===== src/design/sbt_pkg.sv =====
// Shared types and constants of the software breakpoint table.
// Used by sbt_ctrl, sbt_datapath and software_breakpoint_table; depends on nothing.
`timescale 1ns / 1ps

package sbt_pkg;

  localparam logic [31:0] EBREAK_WORD = 32'h0010_0073;
  localparam int          MAX_PATCH   = 16;
  localparam int          PATCH_CNT_W = 5;

  typedef enum logic [1:0] {
    REQ_ADD    = 2'd0,
    REQ_REMOVE = 2'd1,
    REQ_UPDATE = 2'd2
  } req_e;

  typedef enum logic [2:0] {
    ACT_ADDED     = 3'd0,
    ACT_REMOVED   = 3'd1,
    ACT_FULL      = 3'd2,
    ACT_NOT_FOUND = 3'd3,
    ACT_EBREAK    = 3'd4,
    ACT_RESTORE   = 3'd5
  } action_e;

  typedef struct packed {
    logic    clr_wr;
    logic    load;
    logic    rd_en;
    logic    adv;
    logic    ent_wr;
    logic    sav_wr;
    logic    pend_ld;
    action_e pend_act;
    logic    push_pend;
    logic    cnt_inc;
    logic    flush_out;
  } sbt_cmd_t;

  typedef struct packed {
    logic       clr_done;
    logic       in_ignore;
    logic [1:0] req;
    logic       slot_empty;
    logic       addr_match;
    logic       wanted;
    logic       applied;
    logic       last_slot;
    logic       patch_last;
    logic       pend_valid;
    logic       out_free;
  } sbt_status_t;

endpackage


===== src/design/sbt_ctrl.sv =====
// Sequencer of the breakpoint table: clearing pass, slot scan and result flush.
// Depends on sbt_pkg for the command and status structs.
`timescale 1ns / 1ps

module sbt_ctrl (
  input  logic                clk_i,
  input  logic                rst_ni,
  input  logic                in_valid_i,
  output logic                in_stall_o,
  input  sbt_pkg::sbt_status_t status_i,
  output sbt_pkg::sbt_cmd_t    cmd_o
);

  typedef enum logic [2:0] {
    ST_CLEAR,
    ST_IDLE,
    ST_START,
    ST_EVAL,
    ST_FLUSH
  } state_e;

  state_e state_q, state_d;
  logic   stall_q;
  logic   patch;

  assign patch = !status_i.slot_empty && (status_i.wanted != status_i.applied);

  always_comb begin
    state_d = state_q;
    cmd_o   = '0;
    case (state_q)
      ST_CLEAR: begin
        cmd_o.clr_wr = 1'b1;
        if (status_i.clr_done) state_d = ST_IDLE;
      end
      ST_IDLE: begin
        if (in_valid_i && !status_i.in_ignore) begin
          cmd_o.load = 1'b1;
          state_d    = ST_START;
        end
      end
      ST_START: begin
        cmd_o.rd_en = 1'b1;
        state_d     = ST_EVAL;
      end
      ST_EVAL: begin
        case (status_i.req)
          sbt_pkg::REQ_ADD: begin
            if (status_i.slot_empty) begin
              cmd_o.ent_wr   = 1'b1;
              cmd_o.sav_wr   = 1'b1;
              cmd_o.pend_ld  = 1'b1;
              cmd_o.pend_act = sbt_pkg::ACT_ADDED;
              state_d        = ST_FLUSH;
            end else if (status_i.last_slot) begin
              cmd_o.pend_ld  = 1'b1;
              cmd_o.pend_act = sbt_pkg::ACT_FULL;
              state_d        = ST_FLUSH;
            end else begin
              cmd_o.adv   = 1'b1;
              cmd_o.rd_en = 1'b1;
            end
          end
          sbt_pkg::REQ_REMOVE: begin
            if (status_i.addr_match && status_i.wanted) begin
              cmd_o.ent_wr   = 1'b1;
              cmd_o.pend_ld  = 1'b1;
              cmd_o.pend_act = sbt_pkg::ACT_REMOVED;
              state_d        = ST_FLUSH;
            end else if (status_i.last_slot) begin
              cmd_o.pend_ld  = 1'b1;
              cmd_o.pend_act = sbt_pkg::ACT_NOT_FOUND;
              state_d        = ST_FLUSH;
            end else begin
              cmd_o.adv   = 1'b1;
              cmd_o.rd_en = 1'b1;
            end
          end
          default: begin
            // hold while an earlier patch cannot leave yet
            if (!(patch && status_i.pend_valid && !status_i.out_free)) begin
              cmd_o.ent_wr = 1'b1;
              if (patch) begin
                cmd_o.pend_ld   = 1'b1;
                cmd_o.pend_act  = status_i.wanted ? sbt_pkg::ACT_EBREAK
                                                  : sbt_pkg::ACT_RESTORE;
                cmd_o.cnt_inc   = 1'b1;
                cmd_o.push_pend = status_i.pend_valid;
              end
              if (status_i.last_slot || (patch && status_i.patch_last)) begin
                state_d = ST_FLUSH;
              end else begin
                cmd_o.adv   = 1'b1;
                cmd_o.rd_en = 1'b1;
              end
            end
          end
        endcase
      end
      ST_FLUSH: begin
        if (status_i.out_free) begin
          cmd_o.flush_out = 1'b1;
          state_d         = ST_IDLE;
        end
      end
      default: state_d = ST_IDLE;
    endcase
  end

  always_ff @(posedge clk_i or negedge rst_ni) begin
    if (!rst_ni) begin
      state_q <= ST_CLEAR;
      stall_q <= 1'b1;
    end else begin
      state_q <= state_d;
      stall_q <= (state_d != ST_IDLE);
    end
  end

  assign in_stall_o = stall_q;

endmodule


===== config.mk =====
export PLATFORM = sky130hd
export DESIGN_NAME = sbt_ctrl
export DESIGN_NICKNAME = d
export VERILOG_FILES = /design/src/design/sbt_pkg.sv /design/src/design/sbt_ctrl.sv
export SDC_FILE = /design/constraint.sdc
export NUM_CORES = 1
export LEC_CHECK = 0
export BUFFER_PORTS_ARGS = -buffer_cell sky130_fd_sc_hd__buf_2
export CAP_MARGIN = 20
export CORE_MARGIN = 1
export CORE_UTILIZATION = 30
export CTS_CLUSTER_SIZE = 10
export DETAILED_ROUTE_END_ITERATION = 16
export GPL_TIMING_DRIVEN = 0
export PLACE_DENSITY = 0.67
export SYNTH_ARGS = -nofsm -noshare
export SYNTH_HDL_FRONTEND = slang
export SYNTH_SLANG_ARGS = --single-unit

===== constraint.sdc =====
create_clock -name clk_i -period 2.4 [get_ports clk_i]
set_input_delay 0.72 -clock clk_i [delete_from_list [all_inputs] [get_ports clk_i]]
set_output_delay 0.72 -clock clk_i [all_outputs]
set_load 0.01 [all_outputs]

# Word-level counts from Yosys, hierarchy flattened
# Index checks and enable logic that the tools add are counted.
# Widths: inputs -> output; s select.
totals:
  reg_bits: 4
  in_bits: 15
  output_inout_bits: 14
  elab_cells: 57
op_classes:
  eq_ne: 7
  n_mux: 35
  n_reduce_logical: 13
op_table:
  columns: ["cell", "count"]
  rows:
  - ["$mux 3", 9]
  - ["$mux 4", 4]
  - ["$pmux 3 s5", 1]
  - ["$mux 2", 6]
  - ["$mux 6", 2]
  - ["$pmux 3 s2", 2]
  - ["$mux 9", 1]
  - ["$mux 1", 8]
  - ["$pmux 4 s2", 1]
  - ["$eq 3x2->1 const B", 2]
  - ["$logic_and 1x1->1", 6]
  - ["$eq 3x1->1 const B", 1]
  - ["$eq 3x3->1 const B", 1]
  - ["$logic_not 1->1", 3]
  - ["$logic_not 3->1", 1]
  - ["$ne 3x1->1 const B", 1]
  - ["$eq 2x1->1 const B", 1]
  - ["$logic_not 2->1", 1]
  - ["$pmux 1 s2", 1]
  - ["$reduce_or 2->1", 1]
  - ["$logic_or 1x1->1", 1]
  - ["$ne 1x1->1", 1]

# Longest topological paths before layout
# Gate-level depths: netlist of the first run.
logic_depth:
  word_depth: 9
  depth_mapped: 5

# Worst setup path before layout of the first run
# OpenSTA, ideal clock, no wires.
synth_timing:
  path_type: "input to output"
  startpoint: "input port status_i[6] (netlist name)"
  endpoint: "output port cmd_o[10] (netlist name)"
  arrival_ns: 1.737
  slack_ns: -0.057
  cell_stages: 4
  path_buffers: 0
  path_cell_list: "and3_2 > nor4_1 > a31oi_1 > a21boi_0"
synth_lines:
  columns: ["item", "line", "rtl"]
  rows:
  - ["start: declaration", "sbt_ctrl.sv:10", "input sbt_pkg::sbt_status_t status_i,"]
  - ["end: declaration", "sbt_ctrl.sv:11", "output sbt_pkg::sbt_cmd_t cmd_o"]

==> results of run 1 <==
## power groups by stage
stage | clock, mW | sequential (mW) | combinational (mW)
finish | 0.0907 | 0.152 | 0.272
global placement | 0 | 0.120 | 0.261
CTS | 0.0954 | 0.120 | 0.294
floorplan | 0 | 0.122 | 0.171
detailed placement | 0 | 0.121 | 0.264
global route | 0.102 | 0.162 | 0.296
## critical path: stages
cell and delay [ns]:
buf_8 0.10, nand2b_4 0.15, a211o_4 0.34, a31oi_4 0.14
a21boi_1 0.08, buf_2 0.14
## per-layer routing
metal | vias to the layer above | share of wire | track usage
met5 | - | 0 | 0
met4 | 0 | 0 | 0.0776
met3 | 0 | 0.053 | 0.0341
met2 | 22 | 0.51 | 0.311
met1 | 249 | 0.43 | 0.223
li1 | 281 | - | -
## kinds of logic (layout without fill, tap and decap cells)
logic type / count (synthesis) / in the layout / synth area share
compound gates: 12 / 12 / 0.184
buf+inv: 7 / 39 / 0.0712
simple gates: 35 / 35 / 0.460
mux: 1 / 1 / 0.0237
flops: 4 / 4 / 0.240
xor+xnor: 1 / 1 / 0.0208
## final cells by class
class | count | area [um^2]
tap | 15 | 18.8
sequential | 4 | 103
multi-input combinational | 49 | 398
buffer | 1 | 5.00
fill | 130 | 548
clock buffer | 4 | 26.3
inverter | 3 | 11.3
timing repair buffer | 31 | 191
## state kept, by name, indices dropped and copies added, names as in the netlist
name / count
in_stall_o: 1
state_q: 3
## stage by stage
stage | util | setup slack (ns) | cell area, um^2 | instances
5_1_grt | 0.579 | -0.0333 | 753 | 107
3_5_place_dp | 0.451 | -0.217 | 587 | 103
6_report | 0.579 | 0.00511 | 753 | 107
3_3_place_gp | 0.451 | -0.202 | 587 | 103
4_1_cts | 0.560 | -0.00470 | 728 | 109
2_1_floorplan | - | 0.0485 | 428 | 60
## Yosys cell counts (all sizes together)
master	count
a31oi	2
nor4b	1
clkbuf	3
a21boi	1
nand2b	1
nand3b	1
nor2	8
and3	4
a211o	1
and2	1
dfrtp	3
nor4	2
o21a	1
buf	1
xnor2	1
o21ai	3
dfstp	1
nor3	5
or4	1
nand2	4
o311a	1
mux2i	1
a21oi	3
nor3b	4
nor2b	3
inv	3
## final timing paths
check | end | depth (start not counted) | startpoint | slack, ns
worst min register to register | state_q[0]$_DFF_PN0_ | 1 | state_q[1]$_DFF_PN0_ | 0.61
worst min-delay path | state_q[0]$_DFF_PN0_ | 1 | rst_ni | 0.28
min in group clk_i | state_q[0]$_DFF_PN0_ | 1 | state_q[1]$_DFF_PN0_ | 0.61
worst max-delay path | cmd_o[10] | 6 | status_i[0] | 0.005
worst max register to register | state_q[0]$_DFF_PN0_ | 4 | state_q[1]$_DFF_PN0_ | 0.89
max in group asynchronous | in_stall_o$_DFF_PN1_ | 1 | rst_ni | 1.91
## repair_timing
action,CTS,global route
hold buffers,0,0
pin swaps,6,6
setup endpoints to repair,8,8
resized for setup,20,8
buffers inserted,2,1
==> summary.txt, run 1 <==
Flow run
  • Maxcap violations: 0

Global route
  • Number of global-route vias before repair: approximately 480
  • Pin count of the biggest net entering global routing: 11
  • Grt ovf: 0
  • GRT Total Usage: 0.184
  • Global-route wire length before repair: roughly 1900 um
  • Initial antenna violation count: 0

Detailed routing
  • # DRC: 0
  • Drt first pass iters: 4
  • Antenna-violating nets left: 0
  • Via count: around 550
  • DR iter-0 viols: 9
  • Detailed Route WL: 1280 um
  • WL/cell: 11.9 um
  • DR vias/cell: between 5 and 6

Power and ir drop
  • Combinational Power Share: 0.528
  • Power Internal: approximately 0.30 mW
  • Reg power frac: 0.296
  • Sw power: 0.218 mW
  • Total power: just over 0.5 mW
  • Worst VDD drop: about 0.24 mV
  • P_leak: about 0.37 nW
  • Clk pwr share: 0.176
  • Sw frac: 0.423
  • Pwr/cell area: ~680 nW/um^2

Clock tree
  • Clk Latency, worst-skew pair: around 0.23 ns
  • Reg clk slew, reported paths: ~0.04 ns
  • Clock Root Buffer: clkbuf_4
  • CTS tree: done
  • Bufs on Longest Clock Path: 2
  • CTS sink count: 4
  • # H-tree levels: 1
  • CTS Buf Count: 3

STA
  • Skew final: 0.00445 ns
  • Fmax: ~420 MHz
  • Hold Slack: between 0.2 and 0.3 ns
  • Final hold violations: 0
  • Setup Viol. Count Final: 0
  • Setup TNS: 0 ns
  • Slew HR: 0.790
  • RSZ-0062 raised after global routing: true
  • Crit path time final: 2.39 ns
  • Final worst path period share: 0.998
  • Slew Limit Fails: 0
  • Worst-margin pin slew: 0.313 ns

Run status
  • Outcome: finished clean

Synthesis
  • Synth area leaders: dfrtp_1 (18%), nor2_1 (7.1%), nor3b_1 (7.1%)
  • Synth top area share: 0.178
  • Library cells used by synthesis: 27
  • Syn Area/Cell: around 7 um^2
  • Syn_nets: 75
  • Cell count after synthesis: 60
  • Area leader, netlist: dfrtp_1
  • #FFs+latches synth: 4
  • Synth Warn #: 0
  • Seq/Total Area, Yosys: 0.240
  • Netlist Area Pre-Place: roughly 420 um^2

Critical path
  • Type of origin of the critical path: primary input
  • CP arrival: about 1.7 ns
  • Critical-path maximum fanout: 6
  • Critical path type: primary input to output port
  • Worst EP required: about 1.7 ns
  • Crit. End Element: output port

Min path
  • Hold Path Class: primary input to async pin

Die
  • Initial Util: 0.324
  • Rows: 13
  • IO Pins: 29
  • Die H: 39.5 um
  • CORE AREA: approximately 1300 um^2
  • Die width: around 40 um
  • Die area: about 1600 um^2

Finish
  • Most frequent cells in the layout: buf_2 (25), nor2_1 (8), nor3_1 (4), nand2_1 (4), buf_4 (4)
  • Most common cell after layout, fill and taps aside: buf_2
  • Layout cell share with drive strength beyond 1: 0.522
  • Antenna cells: 0
  • Final nets: around 110
  • Area Overhead vs Synth: 78.6%

Placed design
  • GPL Wtd Cong: between 0.6 and 0.7
  • IO buf count: 28
  • Post-detail-place hpwl: ~890 um
(Power assumes the default switching activity.)
==> run 2, diff against run 1 <==
--- a/config.mk
+++ b/config.mk
@@ -12,7 +12,7 @@
 export CTS_CLUSTER_SIZE = 10
 export DETAILED_ROUTE_END_ITERATION = 16
 export GPL_TIMING_DRIVEN = 0
-export PLACE_DENSITY = 0.67
+export PLACE_DENSITY = 0.7
 export SYNTH_ARGS = -nofsm -noshare
 export SYNTH_HDL_FRONTEND = slang
 export SYNTH_SLANG_ARGS = --single-unit
==> constraint.sdc (replaced) <==
create_clock -name clk_i -period 2.1 [get_ports clk_i]
set_input_delay 0.63 -clock clk_i [delete_from_list [all_inputs] [get_ports clk_i]]
set_output_delay 0.63 -clock clk_i [all_outputs]
set_load 0.01 [all_outputs]
==> run 2 against run 1 <==
- the run now ends with setup timing left
- worst hold slack worse by 0.10 ns
- first-iteration DRC count is 11% lower
- count of clock-buffer cells in the layout stayed put
- clock power is 19% higher
- non-clock buffer count is 8 higher
- register-to-register slack worse by 0.25 ns
- sequential share of layout area is 1.8 points lower
- clock skew is 0.0067 ns higher
- routed wire length is 25% higher
- global-route usage is 3.2 points higher
- critical path depth stayed put
- die area stayed put
- largest power group unchanged
==> summary.txt, run 2 (synthesis results as in run 1) <==
Run status
  • Outcome: finished with violations (was finished clean)
  • Failing checks: setup timing

Placed design
  • IO buf count: 28 (unchanged)
  • GPL Wtd Cong: 0.718 (was 0.698)
  • Post-detail-place hpwl: 914 um (was 885 um)

STA
  • Crit path time final: around 2.3 ns
  • Worst-margin pin slew: 0.367 ns (was 0.313 ns)
  • Hold Slack: 0.179 ns (was 0.282 ns)
  • Final hold violations: 0 (unchanged)
  • Setup Viol. Count Final: 9 (was 0)
  • Final worst path period share: 1.08
  • RSZ-0062 raised after global routing: true (unchanged)
  • Fmax: ~440 MHz
  • Slew Limit Fails: 0 (unchanged)
  • Skew final: 0.0111 ns (was 0.00445 ns)
  • Slew HR: 0.754 (was 0.790)
  • Final worst slack: -0.159 ns (was 0.00511 ns)

Power and ir drop
  • Clk pwr share: 0.160 (was 0.176)
  • Sw power: 0.282 mW (was 0.218 mW)
  • Worst VDD drop: 0.311 mV (was 0.240 mV)
  • Sw frac: 0.417 (was 0.423)
  • Combinational Power Share: 0.602 (was 0.528)
  • Pwr/cell area: 782 nW/um^2 (was 683 nW/um^2)
  • Reg power frac: 0.238 (was 0.296)
  • Power Internal: 0.395 mW (was 0.297 mW)
  • P_leak: 0.427 nW (was 0.369 nW)

Detailed routing
  • Via count: 620 (was 552)
  • Detailed Route WL: 1600 um (was 1280 um)
  • WL/cell: 13.9 um (was 11.9 um)
  • Antenna-violating nets left: 0 (unchanged)
  • DR vias/cell: 5.39 (was 5.16)
  • # DRC: 0 (unchanged)
  • Drt first pass iters: 3 (was 4)
  • DR iter-0 viols: 8 (was 9)

Finish
  • Layout cell share with drive strength beyond 1: 0.610 (was 0.522)
  • Area Overhead vs Synth: 105% (was 78.6%)
  • Largest reg by FF count: state_q (unchanged)
  • Multi-input logic area: 427 um^2 (was 398 um^2)
  • Most common cell after layout, fill and taps aside: buf_2 (unchanged)
  • Register area: 103 um^2 (unchanged)
  • Final nets: 116 (was 108)
  • Fin util: 0.665 (was 0.579)
  • Antenna cells: 0 (unchanged)
  • Most frequent cells in the layout: buf_2 (22), buf_4 (10), nor2_1 (8) (was buf_2 (25), nor2_1 (8), nor3_1 (4), nand2_1 (4), buf_4 (4))
  • # fillers: 111 (was 130)
  • Max FFs per register: 3 (unchanged)

Clock tree
  • CTS tree: done (unchanged)
  • CTS Buf Count: 3 (unchanged)
  • Clock Root Buffer: clkbuf_4 (unchanged)
  • Bufs on Longest Clock Path: 2 (unchanged)
  • Clk Latency, worst-skew pair: 0.24 ns (was 0.23 ns)
  • Reg clk slew, reported paths: 0.05 ns (was 0.04 ns)
  • # H-tree levels: 1 (unchanged)
  • CTS sink count: 4 (unchanged)

Die
  • Die area: 1560 um^2 (unchanged)
  • CORE AREA: 1300 um^2 (unchanged)
  • Rows: 13 (unchanged)
  • Initial Util: 0.324 (unchanged)
  • Die H: 39.5 um (unchanged)
  • IO Pins: 29 (unchanged)
  • Die width: 39.5 um (unchanged)

Critical path
  • Worst EP required: 1.47 ns (was 1.68 ns)
  • Type of origin of the critical path: primary input (unchanged)
  • Critical path type: primary input to output port (unchanged)
  • Crit. End Element: output port (unchanged)
  • CP arrival: 1.63 ns (was 1.67 ns)
  • Critical-path maximum fanout: 4 (was 6)

Global route
  • Global-route wire length before repair: 2240 um (was 1920 um)
  • GRT Total Usage: 0.216 (was 0.184)
  • Initial antenna violation count: 0 (unchanged)
  • Number of global-route vias before repair: 560 (was 475)
  • Grt ovf: 0 (unchanged)
  • Pin count of the biggest net entering global routing: 11 (unchanged)

Flow run
  • Maxcap violations: 0 (unchanged)

Min path
  • Hold Path Class: primary input to async pin (unchanged)
[run 2: cell types whose count changed in the layout (fill, tap and decap cells not counted), moves of 2 or more]
cell   change
buf_6      +5
buf_2      -3
buf_8      -2
buf_4      +6
[run 2: layer usage]
layer	part of all wire	up-vias	global-route usage	wire length, um
met5	0	-	0	0
met4	0.019	0	0.138	31
met3	0.051	4	0.0455	81
met2	0.56	28	0.410	896
met1	0.37	293	0.203	585
li1	-	295	-	-
[run 2: cell type report]
| cell class | count | area share |
|---|---|---|
| multi-input combinational | 49 | 0.493 |
| timing repair buffer | 38 | 0.302 |
| sequential | 4 | 0.118 |
| clock buffer | 4 | 0.0303 |
| buffer | 2 | 0.0217 |
| tap | 15 | 0.0217 |
| inverter | 3 | 0.0130 |
[run 2: power by group through the flow]
stage	registers [mW]	logic (mW)	clock network [mW]
2_1_floorplan	0.140	0.197	0
3_5_place_dp	0.138	0.304	0
3_3_place_gp	0.137	0.298	0
6_report	0.161	0.407	0.108
5_1_grt	0.165	0.438	0.115
4_1_cts	0.166	0.347	0.115
[run 2: stage by stage]
stage | std cells | setup WS [ns] | power [mW] | setup TNS [ns] | instance area (um^2)
finish | 115 | -0.159 | 0.677 | -0.674 | 866
global route | 115 | -0.180 | 0.718 | -1.10 | 866
CTS | 110 | -0.142 | 0.627 | -0.491 | 782
detailed placement | 103 | -0.332 | 0.442 | -1.45 | 587
global placement | 103 | -0.315 | 0.435 | -1.48 | 587
floorplan | 60 | 0.00180 | 0.336 | 0 | 428
[run 2: final timing paths]
kind | start | endpoint | slack [ns] | depth (start not counted)
setup / recovery | status_i[5] | cmd_o[6] | -0.16 | 6
hold / removal | rst_ni | state_q[2]$_DFF_PN0_ | 0.18 | 1
setup reg to reg | state_q[2]$_DFF_PN0_ | state_q[0]$_DFF_PN0_ | 0.64 | 4
hold reg to reg | state_q[2]$_DFF_PN0_ | state_q[2]$_DFF_PN0_ | 0.61 | 2
max in group asynchronous | rst_ni | in_stall_o$_DFF_PN1_ | 1.70 | 1
min in group clk_i | status_i[0] | state_q[2]$_DFF_PN0_ | 0.60 | 2
[run 2: repair_timing]
item                                    CTS  global route
pin swaps                                 9             7
hold buffers                              0             0
endpoints found under the setup margin   11            10
hold endpoints to repair                  0             0
gates resized for setup                  28            11
buffers inserted                          5             5
[run 2: worst max-delay path, cell delays in order]
cell,delay [ns]
buf_12,0.11
and3_4,0.18
nor4_4,0.35
buf_4,0.19
nor3_2,0.03
buf_2,0.14
